<file path="src/rtl/mavd_pkg.sv">
// ----------------------------------------------------------------------------
// mavd_pkg
// Shared constants for the moving average with delta block: window depth
// and the widths that follow from it.
// ----------------------------------------------------------------------------
package mavd_pkg;

    // number of samples held in the ring (1 to 64)
    localparam int WINDOW_SIZE = 4;

    // field widths
    localparam int SAMPLE_W = 16;
    localparam int SUM_W    = SAMPLE_W + ((WINDOW_SIZE > 1) ? $clog2(WINDOW_SIZE) : 0);
    localparam int CNT_W    = $clog2(WINDOW_SIZE + 1);
    localparam int PTR_W    = (WINDOW_SIZE > 1) ? $clog2(WINDOW_SIZE) : 1;
    localparam int CYC_W    = $clog2(SUM_W);

    // stream widths
    localparam int S_TDATA_W = SAMPLE_W;
    localparam int M_TDATA_W = 2 * SAMPLE_W;

endpackage

</file>
<file path="src/rtl/moving_average_with_delta.sv">
// ----------------------------------------------------------------------------
// moving_average_with_delta
// Moving average over the last WINDOW_SIZE samples with the absolute change
// from the previous average, computed one bit per cycle.
// ----------------------------------------------------------------------------
//  channel | dir | payload                                  | handshake
//  s_      | in  | tdata: sample[15:0]                      | s_tvalid/s_tready
//  m_      | out | tdata: average[15:0], change[31:16]; tuser: ready_res
//                                                            | m_tvalid/m_tready
//
//  one sample at a time: a load step, bit-serial sum update over SUM_W bits,
//  radix-2 division by the fill count over SUM_W bits, bit-serial
//  subtraction over 16 bits, then a step into the output register.
//  s_tready is high only while the datapath is idle.
//  a stalled result waits in the output register; the datapath holds in its
//  final state until that register frees up.
//  synchronous active-low reset clears control state and the stored average;
//  ring entries not yet filled are masked by the window-full flag.
// ----------------------------------------------------------------------------
module moving_average_with_delta (
    input  logic                            aclk,
    input  logic                            aresetn,
    input  logic                            s_tvalid,
    output logic                            s_tready,
    input  logic [mavd_pkg::S_TDATA_W-1:0]  s_tdata,   // sample[15:0]
    output logic                            m_tvalid,
    input  logic                            m_tready,
    output logic [mavd_pkg::M_TDATA_W-1:0]  m_tdata,   // average[15:0], change[31:16]
    output logic                            m_tuser    // ready_res
);

    typedef enum logic [4:0] {
        ST_IDLE = 5'b00001,
        ST_SUM  = 5'b00010,
        ST_DIV  = 5'b00100,
        ST_DIFF = 5'b01000,
        ST_DONE = 5'b10000
    } state_t;

    localparam int SW = mavd_pkg::SAMPLE_W;
    localparam int UW = mavd_pkg::SUM_W;
    localparam int CW = mavd_pkg::CNT_W;
    localparam int PW = mavd_pkg::PTR_W;
    localparam int YW = mavd_pkg::CYC_W;

    state_t          state_reg, state_next;
    logic [SW-1:0]   ring_mem [mavd_pkg::WINDOW_SIZE];
    logic [PW-1:0]   ptr_reg;
    logic [CW-1:0]   fill_reg;
    logic            full_reg;
    logic [YW-1:0]   cnt_reg;
    logic [SW-1:0]   smp_reg;
    logic [SW-1:0]   old_reg;
    logic [UW-1:0]   sum_reg;
    logic [1:0]      carry_reg;
    logic [UW-1:0]   dvd_reg;
    logic [CW-1:0]   rem_reg;
    logic [UW-1:0]   quo_reg;
    logic [SW-1:0]   avg_reg;
    logic [SW-1:0]   prev_reg;
    logic [SW-1:0]   d1_reg, d2_reg;
    logic            b1_reg, b2_reg;
    logic            m_tvalid_reg;
    logic [mavd_pkg::M_TDATA_W-1:0] m_tdata_reg;
    logic            m_tuser_reg;

    logic            s_fire;
    logic            out_free;
    logic            cnt_zero;
    logic [2:0]      add_total;
    logic [UW-1:0]   sum_shift;
    logic [CW:0]     trial;
    logic            trial_ge;
    logic [CW:0]     trial_sub;
    logic            a_bit, p_bit;

    assign s_tready = (state_reg == ST_IDLE);
    assign s_fire   = s_tvalid && s_tready;
    assign out_free = !m_tvalid_reg || m_tready;
    assign cnt_zero = (cnt_reg == '0);

    // serial add of sample minus oldest entry, lsb first
    assign add_total = {2'b00, sum_reg[0]} + {2'b00, smp_reg[0]} + {2'b00, ~old_reg[0]}
                     + {1'b0, carry_reg};
    assign sum_shift = {add_total[0], sum_reg[UW-1:1]};

    // one restoring division step per cycle
    assign trial     = {rem_reg, dvd_reg[UW-1]};
    assign trial_ge  = (trial >= {1'b0, fill_reg});
    assign trial_sub = trial - {1'b0, fill_reg};

    // serial subtraction bits
    assign a_bit = avg_reg[0];
    assign p_bit = prev_reg[0];

    // state sequencing
    always_comb begin
        state_next = state_reg;
        unique case (state_reg)
            ST_IDLE: if (s_fire) state_next = ST_SUM;
            ST_SUM:  if (cnt_zero) state_next = ST_DIV;
            ST_DIV:  if (cnt_zero) state_next = ST_DIFF;
            ST_DIFF: if (cnt_zero) state_next = ST_DONE;
            ST_DONE: if (out_free) state_next = ST_IDLE;
            default: state_next = ST_IDLE;
        endcase
    end

    // control registers
    always_ff @(posedge aclk) begin
        if (!aresetn) begin
            state_reg    <= ST_IDLE;
            ptr_reg      <= '0;
            fill_reg     <= '0;
            full_reg     <= 1'b0;
            sum_reg      <= '0;
            prev_reg     <= '0;
            m_tvalid_reg <= 1'b0;
            m_tuser_reg  <= 1'b0;
        end else begin
            state_reg <= state_next;
            if (s_fire) begin
                ptr_reg  <= (ptr_reg == PW'(mavd_pkg::WINDOW_SIZE - 1)) ? '0 : ptr_reg + 1'b1;
                if (!full_reg) begin
                    fill_reg <= fill_reg + 1'b1;
                end
                full_reg <= full_reg
                         || (fill_reg == CW'(mavd_pkg::WINDOW_SIZE - 1));
            end
            if (state_reg == ST_SUM) begin
                sum_reg <= sum_shift;
            end
            // rotate stored average along with the serial subtract
            if (state_reg == ST_DIFF) begin
                prev_reg <= {p_bit, prev_reg[SW-1:1]};
            end else if (state_reg == ST_DONE && out_free) begin
                prev_reg <= avg_reg;
            end
            if (state_reg == ST_DONE && out_free) begin
                m_tvalid_reg <= 1'b1;
                m_tuser_reg  <= full_reg;
            end else if (m_tready) begin
                m_tvalid_reg <= 1'b0;
            end
        end
    end

    // ring write and registered read of the oldest entry
    always_ff @(posedge aclk) begin
        if (s_fire) begin
            ring_mem[ptr_reg] <= s_tdata;
            old_reg           <= full_reg ? ring_mem[ptr_reg] : '0;
        end else if (state_reg == ST_SUM) begin
            old_reg <= {1'b0, old_reg[SW-1:1]};
        end
    end

    // serial datapath
    always_ff @(posedge aclk) begin
        unique case (state_reg)
            ST_IDLE: begin
                smp_reg   <= s_tdata;
                carry_reg <= 2'b01;
                cnt_reg   <= YW'(UW - 1);
            end
            ST_SUM: begin
                smp_reg   <= {1'b0, smp_reg[SW-1:1]};
                carry_reg <= add_total[2:1];
                cnt_reg   <= cnt_reg - 1'b1;
                if (cnt_zero) begin
                    dvd_reg <= sum_shift;
                    rem_reg <= '0;
                    cnt_reg <= YW'(UW - 1);
                end
            end
            ST_DIV: begin
                dvd_reg <= {dvd_reg[UW-2:0], 1'b0};
                rem_reg <= trial_ge ? trial_sub[CW-1:0] : trial[CW-1:0];
                quo_reg <= {quo_reg[UW-2:0], trial_ge};
                cnt_reg <= cnt_reg - 1'b1;
                if (cnt_zero) begin
                    avg_reg <= {quo_reg[SW-2:0], trial_ge};
                    b1_reg  <= 1'b0;
                    b2_reg  <= 1'b0;
                    cnt_reg <= YW'(SW - 1);
                end
            end
            ST_DIFF: begin
                avg_reg <= {a_bit, avg_reg[SW-1:1]};
                d1_reg  <= {a_bit ^ p_bit ^ b1_reg, d1_reg[SW-1:1]};
                d2_reg  <= {a_bit ^ p_bit ^ b2_reg, d2_reg[SW-1:1]};
                b1_reg  <= (~a_bit & p_bit) | (~(a_bit ^ p_bit) & b1_reg);
                b2_reg  <= (~p_bit & a_bit) | (~(a_bit ^ p_bit) & b2_reg);
                cnt_reg <= cnt_reg - 1'b1;
            end
            ST_DONE: begin
                if (out_free) begin
                    m_tdata_reg <= {(b1_reg ? d2_reg : d1_reg), avg_reg};
                end
            end
            default: begin
                cnt_reg <= '0;
            end
        endcase
    end

    assign m_tvalid = m_tvalid_reg;
    assign m_tdata  = m_tdata_reg;
    assign m_tuser  = m_tuser_reg;

endmodule

</file>
<file path="config.mk">
export PLATFORM = sky130hd
export DESIGN_NAME = moving_average_with_delta
export DESIGN_NICKNAME = d
export VERILOG_FILES = /design/src/rtl/mavd_pkg.sv /design/src/rtl/moving_average_with_delta.sv
export SDC_FILE = /design/constraint.sdc
export NUM_CORES = 1
export LEC_CHECK = 0
export BUFFER_PORTS_ARGS = -buffer_cell sky130_fd_sc_hd__buf_2
export CAP_MARGIN = 10
export CORE_ASPECT_RATIO = 2
export CORE_MARGIN = 8
export CORE_UTILIZATION = 61
export DETAILED_ROUTE_END_ITERATION = 10
export PLACE_DENSITY = 0.79
export SYNTH_ARGS = -nofsm -noshare
export SYNTH_HDL_FRONTEND = slang
export SYNTH_SLANG_ARGS = --single-unit
</file>
<file path="constraint.sdc">
create_clock -name aclk -period 4 [get_ports aclk]
set_clock_uncertainty 0.1 [all_clocks]
set_input_delay 0.2 -clock aclk [delete_from_list [all_inputs] [get_ports aclk]]
set_output_delay 0.2 -clock aclk [all_outputs]
set_load 0.05 [all_outputs]
</file>
* After elaboration in Yosys (flattened, before gate mapping) *
Memory sizes are Yosys's and may differ from the RTL's. A register that Yosys moved wholly into a read port is not among the register bits.
Cells that the tools add are included.
Widths: inputs -> output; s select.

cells by class
  $add $sub $neg = 7
  order comparisons = 1
  equal/unequal tests = 12
  mux-type cells = 34
  bitwise logic cells = 14
  reduce and logical (&&, ||, !) cells = 17

operators by type and width
  operator             count
  $mux 16              7
  $pmux 16 s2          2
  $pmux 5 s5           2
  $pmux 18 s2          1
  $mux 5               7
  $mux 18              1
  $reduce_bool 2->1    6
  $ne 2x2->1 const B   4
  $reduce_and 2->1     4
  $mux 2               3
  $mux 3               2
  $pmux 3 s2           1
  $eq 5x1->1 const B   1
  $eq 5x2->1 const B   1
  $eq 5x3->1 const B   1
  $eq 5x4->1 const B   1
  $eq 5x5->1 const B   1
  $logic_not 5->1      1
  $mux 1               5
  $not 1->1            5
  $reduce_and 5->1     1
  $sub 5x1->5 const B  1
  $and 1x1->1          4
  $ge 4x3->1           1
  16 further kinds     22

word-level totals
  flip-flop bits (word level) = 204
  bits in writable memories = 64
  memories = 1

memory list
  name      depth  bits a word  rd ports  clocked after Yosys merged registers in  write ports  line                             RTL
  ring_mem  4      16           1         1                                        1            moving_average_with_delta.sv:47  logic [SW-1:0] ring_mem [mavd_pkg::WINDOW_SIZE];

* Logic depth before layout (Yosys ltp) *
Gate-level depths: netlist of run 1.

  depth in word-level cells = 5
  mapped depth = 8

* Least setup slack after synthesis of run 1 *
Ideal clock, no wire load.

  path kind = flip-flop to flip-flop
  start = register state_reg[3]
  end = register dvd_reg[0] (enable)
  setup time = 0.428 ns
  arrival = 2.803 ns
  data required time = 3.472 ns
  setup slack = 0.669 ns
  stages on the path, launching flop included = 6
  buffers on the path = 2
  period minus slack after synthesis = 3.331 ns
  cell sequence = dfxtp_1 -> buf_4 -> or3_4 -> or2_1 -> buf_2 -> o21ai_0

between the ends
  longest elaborated chain between the ends = 3
  elaborated cells between the ends (all ways) = 5
  those cells by class = eq/ne: 3; reduce/logical: 2

ends and longest elaborated chain
  item                                                       line                              RTL
  from (decl)                                                moving_average_with_delta.sv:46   state_t state_reg, state_next;
  from (signal assigned)                                     moving_average_with_delta.sv:121  state_reg <= state_next;
  $eq 5x2->1 or $eq 5x3->1 (tied branches)                   moving_average_with_delta.sv:160  unique case (state_reg)
  $ne 2x2->1 (no line) or $reduce_bool 2->1 (tied branches)  --
  $reduce_and 2->1 (no line) (*)                             --
  to (signal assigned)                                       moving_average_with_delta.sv:171  dvd_reg <= sum_shift;
  to (signal assigned)                                       moving_average_with_delta.sv:177  dvd_reg <= {dvd_reg[UW-2:0], 1'b0};
  to (decl)                                                  moving_average_with_delta.sv:56   logic [UW-1:0] dvd_reg;

Mark *: on every way between the ends. The rest lies on a longest branch, timed or not.
A chain may end at the register's enable or synchronous reset.

* Worst setup path in the final report of run 1 *
  start = register state_reg[2]
  end = register avg_reg[3] (enable)

between the ends
  longest elaborated chain between the ends = 3
  elaborated cells between the ends (all ways) = 5
  those cells by class = eq/ne: 3; reduce/logical: 2

ends and longest elaborated chain
  item                                                       line                              RTL
  $eq 5x3->1 or $eq 5x4->1 (tied branches)                   moving_average_with_delta.sv:160
  $ne 2x2->1 (no line) or $reduce_bool 2->1 (tied branches)  --
  $reduce_and 2->1 (no line) (*)                             --
  to (signal assigned)                                       moving_average_with_delta.sv:182  avg_reg <= {quo_reg[SW-2:0], trial_ge};
  to (signal assigned)                                       moving_average_with_delta.sv:189  avg_reg <= {a_bit, avg_reg[SW-1:1]};
  to (decl)                                                  moving_average_with_delta.sv:59   logic [SW-1:0] avg_reg;

Marked as above.

==> results.ini, run 1 <==
[sta]
holdWs_ps=213
slew_viol_final=0
setup_slack_ps=1110
maxSlewHeadroom_pct=26.1
setup_viol=0
worst_pin_slew_ps=1110
final_hold_viol_count=0
rsz0062_at_grt=no
period_needed_ps=2890
max_freq_mhz=347
fin_crit_sh_pct=72.1
setup_tns_ps=0

[floorplanning]
start_util_pct=62.0
ioPinCount=55
dieArea_mm2=0.0222
die_y_um=203
rows=68
core_area_mm2=0.0172
die_w_um=109

[synth]
synth_seq_area_share_pct=71.4
synth_area_per_cell_um2=13.6
syn-instance-count=784
ys_ff_latch=270
yosysWarnings=0
synth_cell_types=47
async_flop_share_pct=0
syn-num-nets=820
synth_area_mm2=0.0107
synth_edf_count=221
ys.flop_type=edfxtp_1

[placement]
dp_cells=1012
dp_slack_ps=1130
gp_congestion=0.833
dp_hpwl_um=13200
post_dp_cell_area_mm2=0.0110
port_buffers=54

[run]
maxCapViolCount=0

[critical_path]
cp.arrival_ps=2930
crit_path_start=state_reg[2]
r2r_setup_slack_ps=1110
end_kind=register
critPathKind=reg -> reg
r2r-end=avg_reg[3]
crit_required_ps=4050
critPathMaxFanout=23
r2r_start=state_reg[2]
startpoint_type=register
worstRegToRegCells=4

[cells_and_area]
antenna_cells=0
fillCellCount=1170
fin_util_pct=69.6
stdcell_area_mm2=0.0120
drive_gt1_share_pct=16.5
nNetsFinal=881
mostFrequentLayoutCells=nand2_1 (253), edfxtp_1 (221), buf_2 (54)
final_common_cell=nand2_1
instances_no_fill=1072
syn2layout_area_growth_pct=12.2
largest_reg_flops=64

[pwr]
switching_power_mw=1.42
p_per_area_mw_per_mm2=508
power.share.switching_pct=23.3
power_frac_comb_pct=8.9
intPower_mw=4.67
peakVddDrop_mv=0.529
p_clk_share_pct=36.3
p_leak_nw=4.42
power_frac_seq_pct=54.8
power.total_mw=6.08

[drt]
post-route-drc-count=0
drt-pass1-iter-count=4
antenna_left=0
vias=6139
via_per_inst=5.73
drtIter0Drc=363
avgRoutedWirePerCell_um=18.5
routed_wl_um=19900

[global_route]
grt_pass1_vias=6292
grt_use_total_pct=18.1
gr-total-overflow=0
grt_start_max_net_pins=50
antenna_found_initial=0
grt_pass1_wl_um=31800

[clocking]
tritoncts=yes
path_clk_slew_ps=60
cts_buffer_depth=3
cts_made_buffers=23
clk_latency_ps=530
htree_levels=1
cts_root_buf=clkbuf_16
cts_num_sinks=270

[hold_path]
whs_endpoint=prev_reg[14]
hold_start=aresetn
worstHoldPathCells=3
hold_class=in -> reg

[run_status]
outcome=finished, final reports clean

-- Yosys cell counts, types with 2 or more instances --
cell type / n / area, um^2
o21ai_0: 5 / 25.0
a31oi_1: 16 / 100
o211ai_1: 3 / 22.5
nor3_1: 4 / 20.0
clkbuf_1: 22 / 82.6
a21boi_0: 23 / 173
xnor2_1: 4 / 35.0
and3_1: 5 / 31.3
and2_1: 9 / 56.3
buf_6: 2 / 22.5
or2_2: 3 / 18.8
nand2_1: 253 / 950
edfxtp_1: 221 / 6640
nand3_1: 18 / 90.1
nor4_2: 2 / 25.0
mux2i_1: 3 / 30.0
o22ai_1: 2 / 12.5
buf_2: 15 / 75.1
mux2_2: 16 / 180
ha_1: 11 / 138
or3_1: 4 / 25.0
mux4_2: 16 / 360
fa_1: 5 / 100
dfxtp_1: 49 / 981
a21oi_1: 3 / 15.0
nor2b_1: 6 / 37.5
inv_1: 14 / 52.6
o31ai_1: 18 / 135
nor2_1: 12 / 45.0
buf_4: 3 / 22.5
-- routing by layer --
metal	routed length, um	up-vias	global-route usage, %
met3	1040	28	2.51
met5	0	-	0
met2	11200	165	34.2
met4	616	0	7.09
met1	7010	3039	19.3
li1	-	2907	-
-- worst max path at each step --
stage	endpoint	slack [ps]
after global routing	b2_reg	920
after detailed placement	avg_reg[5]	1130
after global placement	b2_reg	1260
after CTS	avg_reg[10]	1070
after floorplan	dvd_reg[0]	670
final	avg_reg[3]	1110
-- area by class of cell --
class                      instances  area (um^2)  share of cell area, %
sequential                       270         7620                   63.6
timing repair buffer              79          503                   4.20
clock inverter                    12          133                   1.11
multi-input combinational        456         2780                   23.3
tap                              210          263                   2.20
inverter                          15         56.3                  0.470
clock buffer                      30          612                   5.11
-- power by group through the flow --
stage | Clock (mW) | Sequential [mW] | Combinational, mW
6_report | 2.21 | 3.33 | 0.542
5_1_grt | 2.34 | 3.35 | 0.594
4_1_cts | 2.23 | 3.34 | 0.549
3_5_place_dp | 0 | 3.40 | 0.529
3_3_place_gp | 0 | 3.38 | 0.498
2_1_floorplan | 0 | 3.37 | 0.394
-- critical path: stages (launching register included) --
cell and delay (ps):
dfxtp_1 480, nor2b_1 350, nand2_1 500, or2_2 510, nand2_1 570
-- kinds of logic (layout without fill, tap and decap cells) --
family / Yosys count / in the layout / synth area share, %
and+or+nand+nor: 325 / 325 / 13.0
DFF: 270 / 270 / 71.4
AOI/OAI and AO/OA: 76 / 76 / 5.17
buffers and inverters: 58 / 136 / 2.46
muxes: 35 / 35 / 5.35
adders and majority gates: 16 / 16 / 2.23
xor gates and xnor gates: 4 / 4 / 0.329
-- repair_timing --
item                      CTS  global route
gates resized for setup     0             0
hold buffers               18             0
setup buffers               0             0
hold endpoints to repair   81             0
(Power assumes the default switching activity.)
==> inputs of run 2 (changes only) <==
==> constraint.sdc (replaced) <==
create_clock -name aclk -period 2.8 [get_ports aclk]
set_clock_uncertainty 0.1 [all_clocks]
set_input_delay 0.14 -clock aclk [delete_from_list [all_inputs] [get_ports aclk]]
set_output_delay 0.14 -clock aclk [all_outputs]
set_load 0.05 [all_outputs]
==> run 2 against run 1 <==
Hold slack improved by 92 ps. Die area did not move. Sequential share of layout area decreased by 1.0 points. Routed wire length rose by 5.6%. Cell area is 1.6% higher. Sequential cell count did not move. Largest cell class unchanged. Largest power group unchanged.
==> results.ini, run 2 (same netlist as run 1, synthesis figures left out) <==
[run_status]
outcome=finished, final reports clean

[critical_path]
r2r_setup_slack_ps=450  ; -660 ps
startpoint_type=register
crit_required_ps=2890  ; -1160 ps
crit_path_start=cnt_reg[0]
r2r-end=avg_reg[1]
cp.arrival_ps=2440  ; -490 ps
critPathKind=reg -> reg
end_kind=register
worstRegToRegCells=6  ; +2
critPathMaxFanout=18  ; -22%
r2r_start=cnt_reg[0]

[drt]
wl_met1_um=7420  ; +5.7%
vias=6266  ; +2.1%
avgRoutedWirePerCell_um=19.3  ; +4.0%
antenna_left=0  ; unchanged
routed_wl_um=21000  ; +5.6%
wl_met3_um=962  ; -7.5%
via_per_inst=5.76  ; +0.57%
drtIter0Drc=383  ; +5.5%
drt-pass1-iter-count=4  ; unchanged
highest-signal-layer=met4
post-route-drc-count=0  ; unchanged
route.met2.wl_um=12100  ; +8.2%

[pwr]
p_clk_share_pct=37.2  ; +0.9 points
power_frac_comb_pct=9.5  ; +0.6 points
power.total_mw=8.89  ; +46%
intPower_mw=6.84  ; +46%
power.share.switching_pct=23.1  ; -0.13 points
peakVddDrop_mv=0.715  ; +35%
switching_power_mw=2.06  ; +45%
p_leak_nw=4.52  ; +2.3%
p_per_area_mw_per_mm2=731  ; +44%
power_frac_seq_pct=53.2  ; -1.6 points

[clocking]
htree_levels=1  ; unchanged
cts_root_buf=clkbuf_16
cts_buffer_depth=3  ; unchanged
clk_latency_ps=520  ; about the same
cts_made_buffers=23  ; unchanged
path_clk_slew_ps=70  ; about the same
cts_num_sinks=270  ; unchanged
tritoncts=yes

[placement]
dp_cells=1026  ; +1.4%
gp_congestion=0.777  ; -6.6%
dp_hpwl_um=13700  ; +3.5%
port_buffers=54  ; unchanged

[sta]
setup_tns_ps=0  ; unchanged
rsz0062_at_grt=no
max_freq_mhz=426  ; +23%
fin_crit_sh_pct=83.9  ; +12 points
setup_viol=0  ; unchanged
period_needed_ps=2350  ; -537 ps
final_hold_viol_count=0  ; unchanged
worst_pin_slew_ps=849  ; -259 ps
maxSlewHeadroom_pct=43.4  ; +17 points
holdWs_ps=305  ; +92.5 ps
slew_viol_final=0  ; unchanged

[run]
maxCapViolCount=0  ; unchanged

[floorplanning]
rows=68  ; unchanged
start_util_pct=62.0  ; unchanged
ioPinCount=55  ; unchanged
die_y_um=203  ; unchanged
core_area_mm2=0.0172  ; unchanged
die_w_um=109  ; unchanged
dieArea_mm2=0.0222  ; unchanged

[global_route]
grt_use_total_pct=19.4  ; +1.2 points
grt_pass1_vias=6679  ; +6.2%
grt_pass1_wl_um=33700  ; +6.1%
grt_start_max_net_pins=52  ; +4.0%
antenna_found_initial=0  ; unchanged
gr-total-overflow=0  ; unchanged

[cells_and_area]
nNetsFinal=897  ; +1.8%
antenna_cells=0  ; unchanged
largest_reg_flops=64  ; unchanged
mostFrequentLayoutCells=nand2_1 (253), edfxtp_1 (221), buf_2 (54)
syn2layout_area_growth_pct=14.1
fin_util_pct=70.8  ; +1.1 points
final_common_cell=nand2_1
instances_no_fill=1088  ; +1.5%
drive_gt1_share_pct=18.2  ; +1.7 points

[hold_path]
hold_class=in -> reg
whs_endpoint=ring_mem[2][13]
worstHoldPathCells=2  ; -1
hold_start=s_tdata[13]

-- run 2: cell types whose count changed in the layout (fill, tap and decap cells not counted) --
cell / change
buf_12: +2
buf_4: +12
bufinv_16: +2
clkbuf_1: -4
clkbuf_8: -1
clkinv_2: -1
clkinv_4: +1
clkinvlp_4: +3
dlygate4sd3_1: +2
inv_16: -1
inv_6: +1
-- run 2: per-stage QoR --
stage | area, um^2 | worst slack [ps]
after detailed placement | 11200 | 453
after global routing | 12200 | 358
final | 12200 | 451
after CTS | 12200 | 449
after floorplan | 10700 | 40.9
after global placement | 11200 | 561
-- run 2: worst max path at each step --
| stage | endpoint | slack, ps | cells past startpoint |
|---|---|---|---|
| 2_1_floorplan | dvd_reg[0] | 40 | 5 |
| 4_1_cts | avg_reg[1] | 450 | 6 |
| 3_5_place_dp | b2_reg | 450 | 6 |
| 3_3_place_gp | b2_reg | 560 | 6 |
| 5_1_grt | avg_reg[2] | 360 | 6 |
| 6_report | avg_reg[1] | 450 | 6 |
-- run 2: critical path, cell delays in order, from the launching register on --
cell and delay (ps):
edfxtp_1 410, inv_1 110, ha_1 200, or4b_4 540
or2_2 340, nand2_1 80, buf_4 260
-- run 2: final cells by class --
type	instances	area [um^2]
multi-input combinational	456	2780
clock buffer	25	583
timing repair buffer	95	653
fill	1117	5020
sequential	270	7620
inverter	15	56.3
tap	210	263
clock inverter	17	208
-- run 2: timing repair --
action	CTS	global route
hold buffers	20	0
setup buffers	0	0
resized for setup	0	0
endpoints found under the hold margin	91	0
-- run 2: layer usage --
| metal | vias to the layer above | GRT usage [%] |
|---|---|---|
| met5 | - | 0 |
| met4 | 0 | 6.90 |
| met3 | 36 | 2.67 |
| met2 | 191 | 37.5 |
| met1 | 3099 | 19.8 |
| li1 | 2940 | - |
-- run 2: power by group through the flow --
stage          Sequential (mW)  Clock, mW  Combinational (mW)
2_1_floorplan             4.81          0               0.563
3_3_place_gp              4.80          0               0.779
3_5_place_dp              4.82          0               0.820
4_1_cts                   4.73       3.35               0.853
5_1_grt                   4.76       3.50               0.927
6_report                  4.73       3.31               0.845
==> inputs of run 3 (changes only) <==
--- a/config.mk
+++ b/config.mk
@@ -9,9 +9,9 @@
 export CAP_MARGIN = 10
 export CORE_ASPECT_RATIO = 2
 export CORE_MARGIN = 8
-export CORE_UTILIZATION = 61
+export CORE_UTILIZATION = 55
 export DETAILED_ROUTE_END_ITERATION = 10
-export PLACE_DENSITY = 0.79
+export PLACE_DENSITY = 0.76
 export SYNTH_ARGS = -nofsm -noshare
 export SYNTH_HDL_FRONTEND = slang
 export SYNTH_SLANG_ARGS = --single-unit
==> constraint.sdc (replaced) <==
create_clock -name aclk -period 2 [get_ports aclk]
set_clock_uncertainty 0.1 [all_clocks]
set_input_delay 0.1 -clock aclk [delete_from_list [all_inputs] [get_ports aclk]]
set_output_delay 0.1 -clock aclk [all_outputs]
set_load 0.05 [all_outputs]
==> run 3 against run 2 <==
The flow now finishes with violations (setup timing). Non-clock buffer count rose by 31. Die area grew 9.7%. Total power rose by 46%. Combinational power grew 70%. Routed wire length grew 1.6%. Cell area increased by 5.1%. Via count is 1.1% higher. Global-route usage down 1.7 points. Utilization is 4.1 points lower. Clock power grew 50%. Fmax rose by 6.3%. Critical path type unchanged. Critical endpoint is now carry_reg[0]. Largest power group unchanged.
==> results.ini, run 3 (same netlist as run 1, synthesis figures left out) <==
[run_status]
outcome=finished, violations left
violations=setup timing

[critical_path]
critPathKind=reg -> reg
r2r_setup_slack_ps=-210  ; -660 ps
startpoint_type=register
crit_required_ps=2160  ; -730 ps
end_kind=register
cp.arrival_ps=2370  ; -70 ps
critPathMaxFanout=1  ; -17
crit_path_start=old_reg[0]
crit_end=carry_reg[0]
worstRegToRegCells=5  ; -1
r2r-end=carry_reg[0]
r2r_start=old_reg[0]

[cells_and_area]
nNetsFinal=931  ; +3.8%
largest_reg_flops=64  ; unchanged
stdcell_area_mm2=0.0128  ; +5.1%
drive_gt1_share_pct=23.0  ; +4.8 points
mostFrequentLayoutCells=nand2_1 (249), edfxtp_1 (221), buf_2 (53)
instances_no_fill=1172  ; +7.7%
antenna_cells=0  ; unchanged
final_common_cell=nand2_1
syn2layout_area_growth_pct=19.9

[floorplanning]
ioPinCount=55  ; unchanged
die_w_um=114  ; +4.5%
core_area_mm2=0.0192  ; +12%
start_util_pct=55.6  ; -6.5 points
dieArea_mm2=0.0244  ; +9.7%
die_y_um=213  ; +4.9%
rows=72  ; +5.9%

[placement]
dp_cells=1103  ; +7.5%
post_dp_cell_area_mm2=0.0116  ; +4.0%
port_buffers=54  ; unchanged
dp_hpwl_um=13400  ; -1.8%
gp_congestion=0.832  ; +7.0%
dp_slack_ps=-216  ; -669 ps

[sta]
setup_tns_ps=-214  ; -214 ps
setup_slack_ps=-210  ; -661 ps
setup_viol=2  ; +2
max_freq_mhz=453  ; +6.3%
final_hold_viol_count=0  ; unchanged
period_needed_ps=2210  ; -139 ps
slew_viol_final=0  ; unchanged
rsz0062_at_grt=yes
fin_crit_sh_pct=110  ; +27 points
maxSlewHeadroom_pct=41.8  ; -1.6 points
holdWs_ps=222  ; -83.6 ps
worst_pin_slew_ps=872  ; +24.0 ps

[run]
maxCapViolCount=0  ; unchanged

[global_route]
antenna_found_initial=0  ; unchanged
gr-total-overflow=0  ; unchanged
grt_use_total_pct=17.6  ; -1.7 points
grt_pass1_wl_um=33400  ; -0.92%
grt_pass1_vias=6586  ; -1.4%
grt_start_max_net_pins=37  ; -29%

[drt]
via_per_inst=5.41  ; -6.1%
avgRoutedWirePerCell_um=18.2  ; -5.6%
post-route-drc-count=0  ; unchanged
drt-pass1-iter-count=4  ; unchanged
antenna_left=0  ; unchanged
routed_wl_um=21300  ; +1.6%
vias=6335  ; +1.1%
drtIter0Drc=336  ; -12%

[hold_path]
hold_class=in -> reg

[clocking]
tritoncts=yes
cts_buffer_depth=3  ; unchanged
clk_latency_ps=540  ; +20 ps
cts_num_sinks=270  ; unchanged
htree_levels=1  ; unchanged
path_clk_slew_ps=80  ; about the same
cts_made_buffers=24  ; +4.3%
cts_root_buf=clkbuf_16

[pwr]
p_per_area_mw_per_mm2=1020  ; +39%
peakVddDrop_mv=0.888  ; +24%
p_leak_nw=4.78  ; +6.0%

==> run 3: cell types whose count changed in the layout (fill, tap and decap cells not counted), moves of 3 or more <==
| cell | previous run | this run |
|---|---|---|
| buf_4 | 19 | 41 |
| clkinvlp_4 | 4 | 1 |
| inv_1 | 14 | 11 |
| nand2_1 | 253 | 249 |
| and2_4 | 0 | 4 |
| nand2_8 | 0 | 3 |
| buf_12 | 2 | 11 |
| ha_1 | 11 | 8 |
| and2_1 | 9 | 5 |
| inv_2 | 1 | 4 |
==> run 3: through the flow <==
step	util [%]	power, mW
floorplan	-	7.56
global placement	60.5	8.01
detailed placement	60.5	8.07
CTS	66.3	13.1
global route	66.6	13.4
finish	66.6	13.0
==> run 3: critical path: stages (launching register included) <==
cell and delay (ps):
edfxtp_1 340, inv_2 40, fa_1 560, ha_2 180
fa_1 390, or3_1 350
==> run 3: worst min path at each step <==
stage / from / to / slack (ps) / cells after the start
after floorplan: s_tdata[0] / ring_mem[0][0] / 100 / 0
after global placement: s_tdata[7] / ring_mem[2][7] / 230 / 1
after detailed placement: s_tdata[3] / ring_mem[3][3] / 240 / 1
after CTS: s_tdata[8] / ring_mem[3][8] / 200 / 2
after global routing: s_tdata[8] / ring_mem[2][8] / 220 / 2
final: s_tdata[8] / ring_mem[2][8] / 220 / 2
==> run 3: where the power goes <==
group          internal (mW)  switching, mW
clock network           2.94           2.03
registers               6.47          0.130
logic                  0.610          0.831
total                   10.0           2.99
==> run 3: layout make-up <==
class	instances	area, um^2
repair buffers	126	1000
flip-flops and latches	270	7620
well taps	259	324
inverters	15	56.3
multi-input cells	458	2930
clock inverters	15	218
fillers	1358	6400
clock buffers	29	639
==> run 3: timing repair <==
item                                    4_1_cts  5_1_grt
gates resized for setup                       8        5
endpoints found under the setup margin       23      121
hold buffers                                 19        0
hold endpoints to repair                     94        0
gates cloned                                  0        2
pin swaps                                     4        1
buffers inserted                              3        1
==> run 3: layer usage <==
layer	global-route usage [%]	wire length, um
met2	33.4	12000
met4	8.37	700
met5	0	0
met3	2.44	871
met1	18.4	7770
